[config.mk]
export PLATFORM = sky130hd
export DESIGN_NAME = escape_time_iteration_counter_unit
export DESIGN_NICKNAME = d
export VERILOG_FILES = /design/src/hw/rtl/etic_pkg.sv /design/src/hw/rtl/etic_mul64.sv /design/src/hw/rtl/escape_time_iteration_counter_unit.sv
export SDC_FILE = /design/constraint.sdc
export NUM_CORES = 2
export LEC_CHECK = 0
export ABC_CLOCK_PERIOD_IN_PS = 12400
export BUFFER_PORTS_ARGS = -buffer_cell sky130_fd_sc_hd__buf_2
export CELL_PAD_IN_SITES_DETAIL_PLACEMENT = 1
export CELL_PAD_IN_SITES_GLOBAL_PLACEMENT = 2
export CORE_ASPECT_RATIO = 0.6
export CORE_MARGIN = 10
export CORE_UTILIZATION = 42
export DETAILED_ROUTE_END_ITERATION = 8
export GPL_TIMING_DRIVEN = 0
export PLACE_DENSITY = 0.8
export SLEW_MARGIN = 20
export SYNTH_ARGS = -nofsm -noshare
export SYNTH_HDL_FRONTEND = slang
export SYNTH_SLANG_ARGS = --single-unit
[constraint.sdc]
create_clock -name clk -period 12.4 [get_ports clk]
set_input_delay 0.62 -clock clk [delete_from_list [all_inputs] [get_ports clk]]
set_output_delay 0.62 -clock clk [all_outputs]
set_load 0.005 [all_outputs]
[src/hw/rtl/etic_pkg.sv]
// Shared constants for the escape-time iteration counter.
// Used by the shared multiplier unit and the top level; no dependencies.
`default_nettype none

package etic_pkg;

  // Width of the z parts and of the exact products formed from them.
  localparam int unsigned ZW      = 64;
  localparam int unsigned PW      = 2 * ZW;
  localparam int unsigned HW      = ZW / 2;

  // Input coordinate and count widths.
  localparam int unsigned CW      = 32;
  localparam int unsigned CNTW    = 16;

  localparam int unsigned DEFAULT_FRAC_BITS = 27;
  localparam logic [CNTW-1:0] MAX_ITER_RESET = 16'd1000;

endpackage

`default_nettype wire

[src/hw/rtl/etic_mul64.sv]
// Shared 64x64 unsigned multiplier built from one 32x32 multiplier.
// Four partial products are issued on consecutive cycles and summed into a
// 128-bit accumulator. Depends on etic_pkg.
`default_nettype none

module etic_mul64
  import etic_pkg::*;
(
  input  wire logic          clk,
  input  wire logic          rst,
  input  wire logic          start,
  input  wire logic [ZW-1:0] a,
  input  wire logic [ZW-1:0] b,
  output logic               done,
  output logic [PW-1:0]      result
);

  logic [ZW-1:0] a_reg;
  logic [ZW-1:0] b_reg;
  logic          busy;
  logic [1:0]    step;
  logic [ZW-1:0] prod;
  logic          prod_vld;
  logic [1:0]    prod_step;
  logic [HW-1:0] a_half;
  logic [HW-1:0] b_half;
  logic [ZW-1:0] prod_comb;
  logic [PW-1:0] addend;

  // Step order: a0*b0, a0*b1, a1*b0, a1*b1.
  assign a_half    = step[1] ? a_reg[ZW-1:HW] : a_reg[HW-1:0];
  assign b_half    = step[0] ? b_reg[ZW-1:HW] : b_reg[HW-1:0];
  assign prod_comb = a_half * b_half;

  always_comb begin
    case (prod_step)
      2'd0:    addend = {{ZW{1'b0}}, prod};
      2'd1,
      2'd2:    addend = {{HW{1'b0}}, prod, {HW{1'b0}}};
      2'd3:    addend = {prod, {ZW{1'b0}}};
      default: addend = '0;
    endcase
  end

  always_ff @(posedge clk) begin
    if (rst) begin
      busy     <= 1'b0;
      prod_vld <= 1'b0;
      done     <= 1'b0;
      step     <= '0;
    end else begin
      done     <= prod_vld && (prod_step == 2'd3);
      prod_vld <= busy;
      if (start) begin
        busy <= 1'b1;
        step <= '0;
      end else if (busy) begin
        step <= step + 2'd1;
        if (step == 2'd3) begin
          busy <= 1'b0;
        end
      end
    end
  end

  always_ff @(posedge clk) begin
    if (start) begin
      a_reg  <= a;
      b_reg  <= b;
      result <= '0;
    end else if (prod_vld) begin
      result <= result + addend;
    end
    prod      <= prod_comb;
    prod_step <= step;
  end

endmodule

`default_nettype wire

[src/hw/rtl/escape_time_iteration_counter_unit.sv]
// Escape-time iteration counter: top level with the iteration sequencer.
// Depends on etic_pkg and etic_mul64.
//
// Usage:
//   s_axis carries one point c per transaction: tdata[31:0] is c_real and
//   tdata[63:32] is c_imag, both signed with FRAC_BITS fraction bits.
//   m_axis returns one iteration count per point in tdata[15:0].
//   cfg_wr_en / cfg_wr_data write the iteration limit (reset value 1000);
//   write it only while no point is in flight.
//   The block iterates z = z*z + c from z = 0 and stops when |z|^2 > 4 or
//   the count reaches the limit. Each 64x64 product is formed in the one
//   shared 32x32 multiplier, three products per iteration. The next point
//   is taken once the count has moved to the output register; s_axis_tready
//   is high only while the sequencer is idle.
//   The count sits in an output register, so the next point is accepted
//   while the previous count waits; if the receiver holds m_axis_tready
//   low, a finished point waits until that register is free.
//   Reset clears both channels and restores the limit to 1000.
`default_nettype none

module escape_time_iteration_counter_unit
  import etic_pkg::*;
#(
  parameter int unsigned FRAC_BITS = DEFAULT_FRAC_BITS
) (
  input  wire logic        clk,
  input  wire logic        rst,
  input  wire logic        s_axis_tvalid,
  output logic             s_axis_tready,
  input  wire logic [63:0] s_axis_tdata,   // [31:0] c_real, [63:32] c_imag
  output logic             m_axis_tvalid,
  input  wire logic        m_axis_tready,
  output logic [15:0]      m_axis_tdata,   // [15:0] iteration_count
  input  wire logic        cfg_wr_en,
  input  wire logic [15:0] cfg_wr_data     // iteration limit
);

  localparam int unsigned THR_SHIFT = 2 * FRAC_BITS + 2;
  localparam logic [PW-1:0] THRESHOLD = {{(PW-1){1'b0}}, 1'b1} << THR_SHIFT;

  typedef enum logic [8:0] {
    S_IDLE     = 9'b000000001,
    S_LIMIT    = 9'b000000010,
    S_MUL_RI   = 9'b000000100,
    S_UPDATE   = 9'b000001000,
    S_ISSUE_RR = 9'b000010000,
    S_MUL_RR   = 9'b000100000,
    S_MUL_II   = 9'b001000000,
    S_ESCAPE   = 9'b010000000,
    S_FINISH   = 9'b100000000
  } state_t;

  state_t          state;
  logic [CNTW-1:0] max_iter;
  logic [CNTW-1:0] count;
  logic [ZW-1:0]   cr;
  logic [ZW-1:0]   ci;
  logic [ZW-1:0]   zr;
  logic [ZW-1:0]   zi;
  logic [PW-1:0]   rr;
  logic [PW-1:0]   ii;
  logic [PW-1:0]   re;
  logic [PW-1:0]   im;

  logic [ZW-1:0]   zr_mag;
  logic [ZW-1:0]   zi_mag;
  logic            mul_start;
  logic [ZW-1:0]   mul_a;
  logic [ZW-1:0]   mul_b;
  logic            mul_done;
  logic [PW-1:0]   mul_result;
  logic [PW-1:0]   im_dbl;
  logic [PW-1:0]   m2;
  logic            at_limit;

  assign zr_mag   = zr[ZW-1] ? (~zr + 1'b1) : zr;
  assign zi_mag   = zi[ZW-1] ? (~zi + 1'b1) : zi;
  assign at_limit = (count >= max_iter);
  assign im_dbl   = {mul_result[PW-2:0], 1'b0};
  assign m2       = rr + ii;

  assign s_axis_tready = (state == S_IDLE);

  // Operand selection for the shared multiplier.
  always_comb begin
    mul_start = 1'b0;
    mul_a     = zr_mag;
    mul_b     = zi_mag;
    case (state)
      S_LIMIT: begin
        mul_start = !at_limit;
      end
      S_ISSUE_RR: begin
        mul_start = 1'b1;
        mul_b     = zr_mag;
      end
      S_MUL_RR: begin
        mul_start = mul_done;
        mul_a     = zi_mag;
      end
      default: begin
        mul_start = 1'b0;
      end
    endcase
  end

  etic_mul64 u_mul (
    .clk    (clk),
    .rst    (rst),
    .start  (mul_start),
    .a      (mul_a),
    .b      (mul_b),
    .done   (mul_done),
    .result (mul_result)
  );

  // Control state.
  always_ff @(posedge clk) begin
    if (rst) begin
      state         <= S_IDLE;
      m_axis_tvalid <= 1'b0;
      max_iter      <= MAX_ITER_RESET;
    end else begin
      if (cfg_wr_en) begin
        max_iter <= cfg_wr_data;
      end
      if (state == S_FINISH && (!m_axis_tvalid || m_axis_tready)) begin
        m_axis_tvalid <= 1'b1;
      end else if (m_axis_tvalid && m_axis_tready) begin
        m_axis_tvalid <= 1'b0;
      end
      case (state)
        S_IDLE: begin
          if (s_axis_tvalid) begin
            state <= S_LIMIT;
          end
        end
        S_LIMIT: begin
          state <= at_limit ? S_FINISH : S_MUL_RI;
        end
        S_MUL_RI: begin
          if (mul_done) begin
            state <= S_UPDATE;
          end
        end
        S_UPDATE: begin
          state <= S_ISSUE_RR;
        end
        S_ISSUE_RR: begin
          state <= S_MUL_RR;
        end
        S_MUL_RR: begin
          if (mul_done) begin
            state <= S_MUL_II;
          end
        end
        S_MUL_II: begin
          if (mul_done) begin
            state <= S_ESCAPE;
          end
        end
        S_ESCAPE: begin
          state <= (m2 > THRESHOLD) ? S_FINISH : S_LIMIT;
        end
        S_FINISH: begin
          if (!m_axis_tvalid || m_axis_tready) begin
            state <= S_IDLE;
          end
        end
        default: begin
          state <= S_IDLE;
        end
      endcase
    end
  end

  // Datapath registers.
  always_ff @(posedge clk) begin
    case (state)
      S_IDLE: begin
        cr    <= {{(ZW-CW){s_axis_tdata[CW-1]}}, s_axis_tdata[CW-1:0]};
        ci    <= {{(ZW-CW){s_axis_tdata[2*CW-1]}}, s_axis_tdata[2*CW-1:CW]};
        zr    <= '0;
        zi    <= '0;
        rr    <= '0;
        ii    <= '0;
        count <= '0;
      end
      S_MUL_RI: begin
        if (mul_done) begin
          re <= rr - ii;
          // The cross term takes a minus sign when zr and zi differ in sign.
          im <= (zr[ZW-1] != zi[ZW-1]) ? (~im_dbl + 1'b1) : im_dbl;
        end
      end
      S_UPDATE: begin
        zr <= re[FRAC_BITS +: ZW] + cr;
        zi <= im[FRAC_BITS +: ZW] + ci;
      end
      S_MUL_RR: begin
        if (mul_done) begin
          rr <= mul_result;
        end
      end
      S_MUL_II: begin
        if (mul_done) begin
          ii <= mul_result;
        end
      end
      S_ESCAPE: begin
        if (!(m2 > THRESHOLD)) begin
          count <= count + 1'b1;
        end
      end
      S_FINISH: begin
        if (!m_axis_tvalid || m_axis_tready) begin
          m_axis_tdata <= count;
        end
      end
      default: begin
        count <= count;
      end
    endcase
  end

endmodule

`default_nettype wire

== Yosys cells after proc, flatten, opt, wreduce, memory -nomap -nowiden ==
Index checks and enable logic that the tools add are counted.
Word-level totals
  register bits: 1014
  latch bits: 0
  bits in writable memories: 0
  ROM bits: 0
  input port bits: 85
  word-level logic and storage cells: 107
  memories kept: 0
Operators by class
  add/subtract/negate cells: 10
  $mul: 1
  divide/modulo/power cells: 0
  $lt $le $gt $ge: 2
  equality and inequality tests: 20
  shift operators: 0
  mux-type cells: 29
  bitwise operators: 3
  reductions and logical operators: 20
Operators by type and width (count)
  128-bit case mux with 2 select lines: 2
  128-bit case mux with 3 select lines: 1
  128-bit adder: 2
  64-bit 2-to-1 mux: 4
  64-bit case mux with 2 select lines: 2
  64-bit by 1-bit adder with 64-bit output (second input constant): 2
  64-bit adder: 2
  128-bit by 57-bit > comparator with 1-bit output (second input constant): 1
  128-bit 2-to-1 mux: 1
  64-bit NOT: 2
  91-bit by 1-bit adder with 91-bit output (second input constant): 1
  91-bit 2-to-1 mux: 1
  91-bit NOT: 1
  91-bit subtractor: 1
  9-bit case mux with 9 select lines: 1
  32-bit by 32-bit multiplier with 64-bit output: 1
  32-bit 2-to-1 mux: 2
  9-bit 2-to-1 mux: 7
  16-bit case mux with 2 select lines: 1
  16-bit by 1-bit adder with 16-bit output (second input constant): 1
  16-bit greater-or-equal comparator: 1
  16-bit 2-to-1 mux: 1
  2-bit AND reduction: 5
  2-bit nonzero test: 5
  23 further kinds: 37

== Depth between registers and ports, before layout ==
  word-level depth: 4
  depth in mapped cells: 38

== Modules after synthesis ==
A second synthesis with hierarchy kept.
Second synthesis, totals
  cell total of the unflattened synthesis: 11421
  area total of the unflattened synthesis: 101467.3 um^2
Modules (own cells, without submodules)
  etic_mul64: times used 1, cells each 5905, area an instance 52171.3 um^2, seq. area each 7827.5 um^2
  escape_time_iteration_counter_unit: times used 1, cells each 5516, area an instance 49296.0 um^2, seq. area each 18778.0 um^2

== Worst setup path after synthesis ==
No wires, ideal clock.
  path type: reg-to-reg
  start: register u_mul.step[1]
  end: register u_mul.prod[57]
  library setup time: 0.072 ns
  data arrival time: 9.443 ns
  required time: 12.328 ns
  path slack: 2.885 ns
  stages on the path, launching flop included: 36
  buffers on the path: 3
  clock period less this slack: 9.515 ns
  cell sequence: dfxtp_1 > clkbuf_1 > buf_1 > mux2i_1 > clkbuf_1 > nor2_1 > fa_1 > fa_1 > fa_1 > inv_1 > fa_1 > inv_1 > fa_1 > inv_1 > fa_1 > inv_1 > fa_1 > inv_1 > fa_1 > inv_1 > ha_1 > a21oi_1 > o21ai_0 > a211oi_1 > o31ai_1 > nor4_1 > o31ai_1 > a41o_1 > or4_1 > a31o_2 > a21oi_1 > nor2b_1 > o311ai_0 > nand2b_1 > a21oi_1 > xnor2_1
Between the ends
  longest elaborated chain between the ends: 2
RTL lines
  start, declared: RTL line etic_mul64.sv:21  | logic [1:0] step;
  start signal, assigned: RTL line etic_mul64.sv:58  | step <= step + 2'd1;
  32-bit 2-to-1 mux: RTL line etic_mul64.sv:31  | assign a_half = step[1] ? a_reg[ZW-1:HW] : a_reg[HW-1:0];
  32-bit by 32-bit multiplier with 64-bit output: RTL line etic_mul64.sv:33  | assign prod_comb = a_half * b_half;
  via u_mul.prod_comb[57]: RTL line etic_mul64.sv:27  | logic [ZW-1:0] prod_comb;
  end signal, assigned: RTL line etic_mul64.sv:74  | prod <= prod_comb;
  end, declared: RTL line etic_mul64.sv:22  | logic [ZW-1:0] prod;
The timed path passes the listed nets, and every way through them passes these cells.
A chain may end at the register's enable or synchronous reset.

== Worst setup path in the final report ==
  start: register u_mul.step[1]
  end: register u_mul.prod[59]
The elaborated chain is that of the path after synthesis.

==> results by group <==
Clocking
  – Clock sink count: 961
  – Post-cts hold buffer count: 0
  – CTS Buffer Depth: 3
  – Worst-skew pair later-pin latency: 770 ps
  – Root Driver: clkbuf_16
  – CTS tree: yes
  – H-tree Lvls: 3
  – Reg clk slew, reported paths: 70 ps
  – CTS Buf Count: 95

Routing
  – Vias: 90300
  – Routed vias/inst: 6.25
  – Wire per inst: 34.2 um
  – Initial drt markers: 12500
  – Final wirelength: 494000 um
  – Post-route antenna net violation count: 0
  – First-pass DRT Iterations: 7
  – DRC viols: 0

Floorplanning
  – Row cnt: 138
  – Die area: 258000 um2
  – Initial Utilization: 0.422
  – Die height: 397 um
  – Die X: 649 um
  – Top Ports: 103
  – Core Region: 236000 um2

STA
  – Worst slew margin: 0.108
  – Final Cycle Share: 0.989
  – Final worst path period need: 12260 ps
  – Slew Viols, Final: 0
  – Final number of setup-violating endpoints: 0
  – Layout Skew: 64.3 ps
  – Highest Clock Rate: 0.0816 GHz
  – Worst-Margin Slew: 1330 ps
  – Setup TNS: 0 ps
  – Final hold violation count: 0

Placement
  – Dpl cells: 14200
  – RD Place Congestion: 1.06
  – Hpwl dp: 419000 um
  – Buffers added on ports: 101

Logic synthesis
  – Most frequent cells after synthesis: nor2_1 (1294), inv_1 (1232), fa_1 (900), nand2_1 (883), ha_1 (755)
  – Syn Inst Count: 11000
  – Warnings, synthesis: 0
  – Async S/R FF share, synth: 0
  – Sequential cell area fraction in the yosys report: 0.267
  – Number of synthesized flops with an enable pin: 736
  – Cell taking the most area after synthesis: edfxtp_1
  – Share of the synthesized area in the top cell type: 0.222
  – Area contributors post-synth: edfxtp_1 (22%), fa_1 (18%), ha_1 (9.5%)
  – Most frequent cell after synthesis: nor2_1
  – FF+latch count, synth: 961
  – Synth Cell Area: 99700 um2
  – Yosys cell types: 91
  – Syn Area/Cell: 9.10 um2
  – Main synth FF type: edfxtp_1
  – Post-Syn Nets: 12700

Global routing
  – Vias in the first global route: 88100
  – GRT Total Usage: 0.370
  – Pin count of the biggest net entering global routing: 63
  – Global-route wire length before repair: 685000 um
  – Grt ovf: 0
  – Antenna violations before repair: 70

Worst setup path
  – Crit-path most repeated cell: fa_1
  – Crit path arrival time: 12910 ps
  – Flop2flop setup slack: 140 ps
  – Crit path kind: reg2reg
  – Worst Reg-to-Reg Cells: 35
  – Req. time, crit path: 13050 ps
  – Critical path launch point type: flip-flop
  – Critical path capture point type: flip-flop
  – Largest stage delay, worst path: 940 ps
  – R2R Path End: u_mul.prod[59]$_DFF_P_
  – Slowest CP cell: clkbuf_1
  – Worst R2R Start: u_mul.step[1]$_SDFFE_PP0P_
  – Critical path peak fanout: 10

Status
  – Status: finished, final reports clean

Layout
  – Share of cells above drive strength 1: 0.0545
  – Biggest regs: ii x128, rr x128, u_mul.result x128
  – Area Overhead vs Synth: 9.31%
  – Post-layout nets: 12900
  – FILL cells: 27200
  – Fin cells: 14500

Min path
  – Hold worst-path end: ci[11]$_DFFE_PP_
  – Hold_sp: s_axis_tdata[43]
  – Hold path depth: 1
  – Path type of the worst min-delay path: in2reg

Job
  – Max-Cap Viols: 0
## worst max-delay path: cells and delay by family (launching register included)
| family | cells | cell delay [ps] |
|---|---|---|
| adders and majority gates | 9 | 3990 |
| AOI/OAI and AO/OA | 9 | 2540 |
| buffers and inverters | 10 | 3030 |
| and+or+nand+nor | 5 | 1450 |
| DFF | 1 | 530 |
| xor gates and xnor gates | 1 | 130 |
| muxes | 1 | 450 |
## placed cells by master, fill, tap and decap left out, drive strengths merged, types with 170 or more instances in the layout
| cell | count |
|---|---|
| nor2 | 1295 |
| inv | 1247 |
| fa | 900 |
| nand2 | 883 |
| ha | 755 |
| edfxtp | 736 |
| a21oi | 674 |
| clkbuf | 578 |
| o21ai | 377 |
| and2 | 367 |
| xnor2 | 334 |
| mux2i | 293 |
| xor2 | 266 |
| a21o | 226 |
| dfxtp | 225 |
| buf | 170 |
## routing by layer
metal | up-vias | wire length (um) | global-route usage
met4 | 44 | 9420 | 0.0609
met5 | - | 459 | 0
met2 | 5381 | 170000 | 0.441
met1 | 46500 | 230000 | 0.578
li1 | 37900 | - | -
met3 | 504 | 84300 | 0.187
## per-stage QoR
step | util | instance area (um2) | hold slack (ps) | setup WS [ps]
after floorplan | - | 99700 | 354 | 2880
after global placement | 0.441 | 104000 | 404 | -2520
after detailed placement | 0.446 | 105000 | 411 | -1120
after CTS | 0.460 | 109000 | 5.20 | 17.6
after global routing | 0.461 | 109000 | 11.3 | -7.04
final | 0.462 | 109000 | 44.3 | 142
## worst max-delay path by stage
stage	from	to	slack, ps	depth (start not counted)
after global routing	u_mul.step[0]$_SDFFE_PP0P_	u_mul.prod[63]$_DFF_P_	-7	33
after CTS	u_mul.step[0]$_SDFFE_PP0P_	u_mul.prod[59]$_DFF_P_	20	34
after floorplan	u_mul.step[1]$_SDFFE_PP0P_	u_mul.prod[57]$_DFF_P_	2880	35
after detailed placement	u_mul.step[1]$_SDFFE_PP0P_	u_mul.prod[59]$_DFF_P_	-1120	34
after global placement	u_mul.step[0]$_SDFFE_PP0P_	u_mul.prod[63]$_DFF_P_	-2520	33
final	u_mul.step[1]$_SDFFE_PP0P_	u_mul.prod[59]$_DFF_P_	140	35
## cells by family (layout without fill, tap and decap cells)
group	count (synthesis)	in the layout	share of synthesized area
adders and majority gates	1655	1655	0.275
AOI/OAI and AO/OA	2134	2134	0.139
buffers and inverters	1737	2054	0.0654
muxes	360	360	0.0370
other	0	30	0
xor gates and xnor gates	600	600	0.0527
DFF	961	961	0.267
and+or+nand+nor	3507	3507	0.164
## cell type report
class | instances | area [um2] | share of cell area
sequential | 961 | 26600 | 0.244
multi-input combinational | 8256 | 67200 | 0.617
inverter | 1239 | 4650 | 0.0427
buffer | 496 | 2010 | 0.0184
tap | 3150 | 3940 | 0.0362
clock buffer | 114 | 2570 | 0.0236
clock inverter | 64 | 808 | 0.00742
antenna | 30 | 75.1 | 0.000689
timing repair buffer | 141 | 1120 | 0.0103
## what timing repair did
action / 4_1_cts / 5_1_grt
endpoints found under the setup margin: 14 / 9
setup buffers: 0 / 1
gates resized for setup: 40 / 105
Power is left out: the tool's default activity adds up to more than one toggle a clock period on the data nets, which glitch-free logic cannot reach.
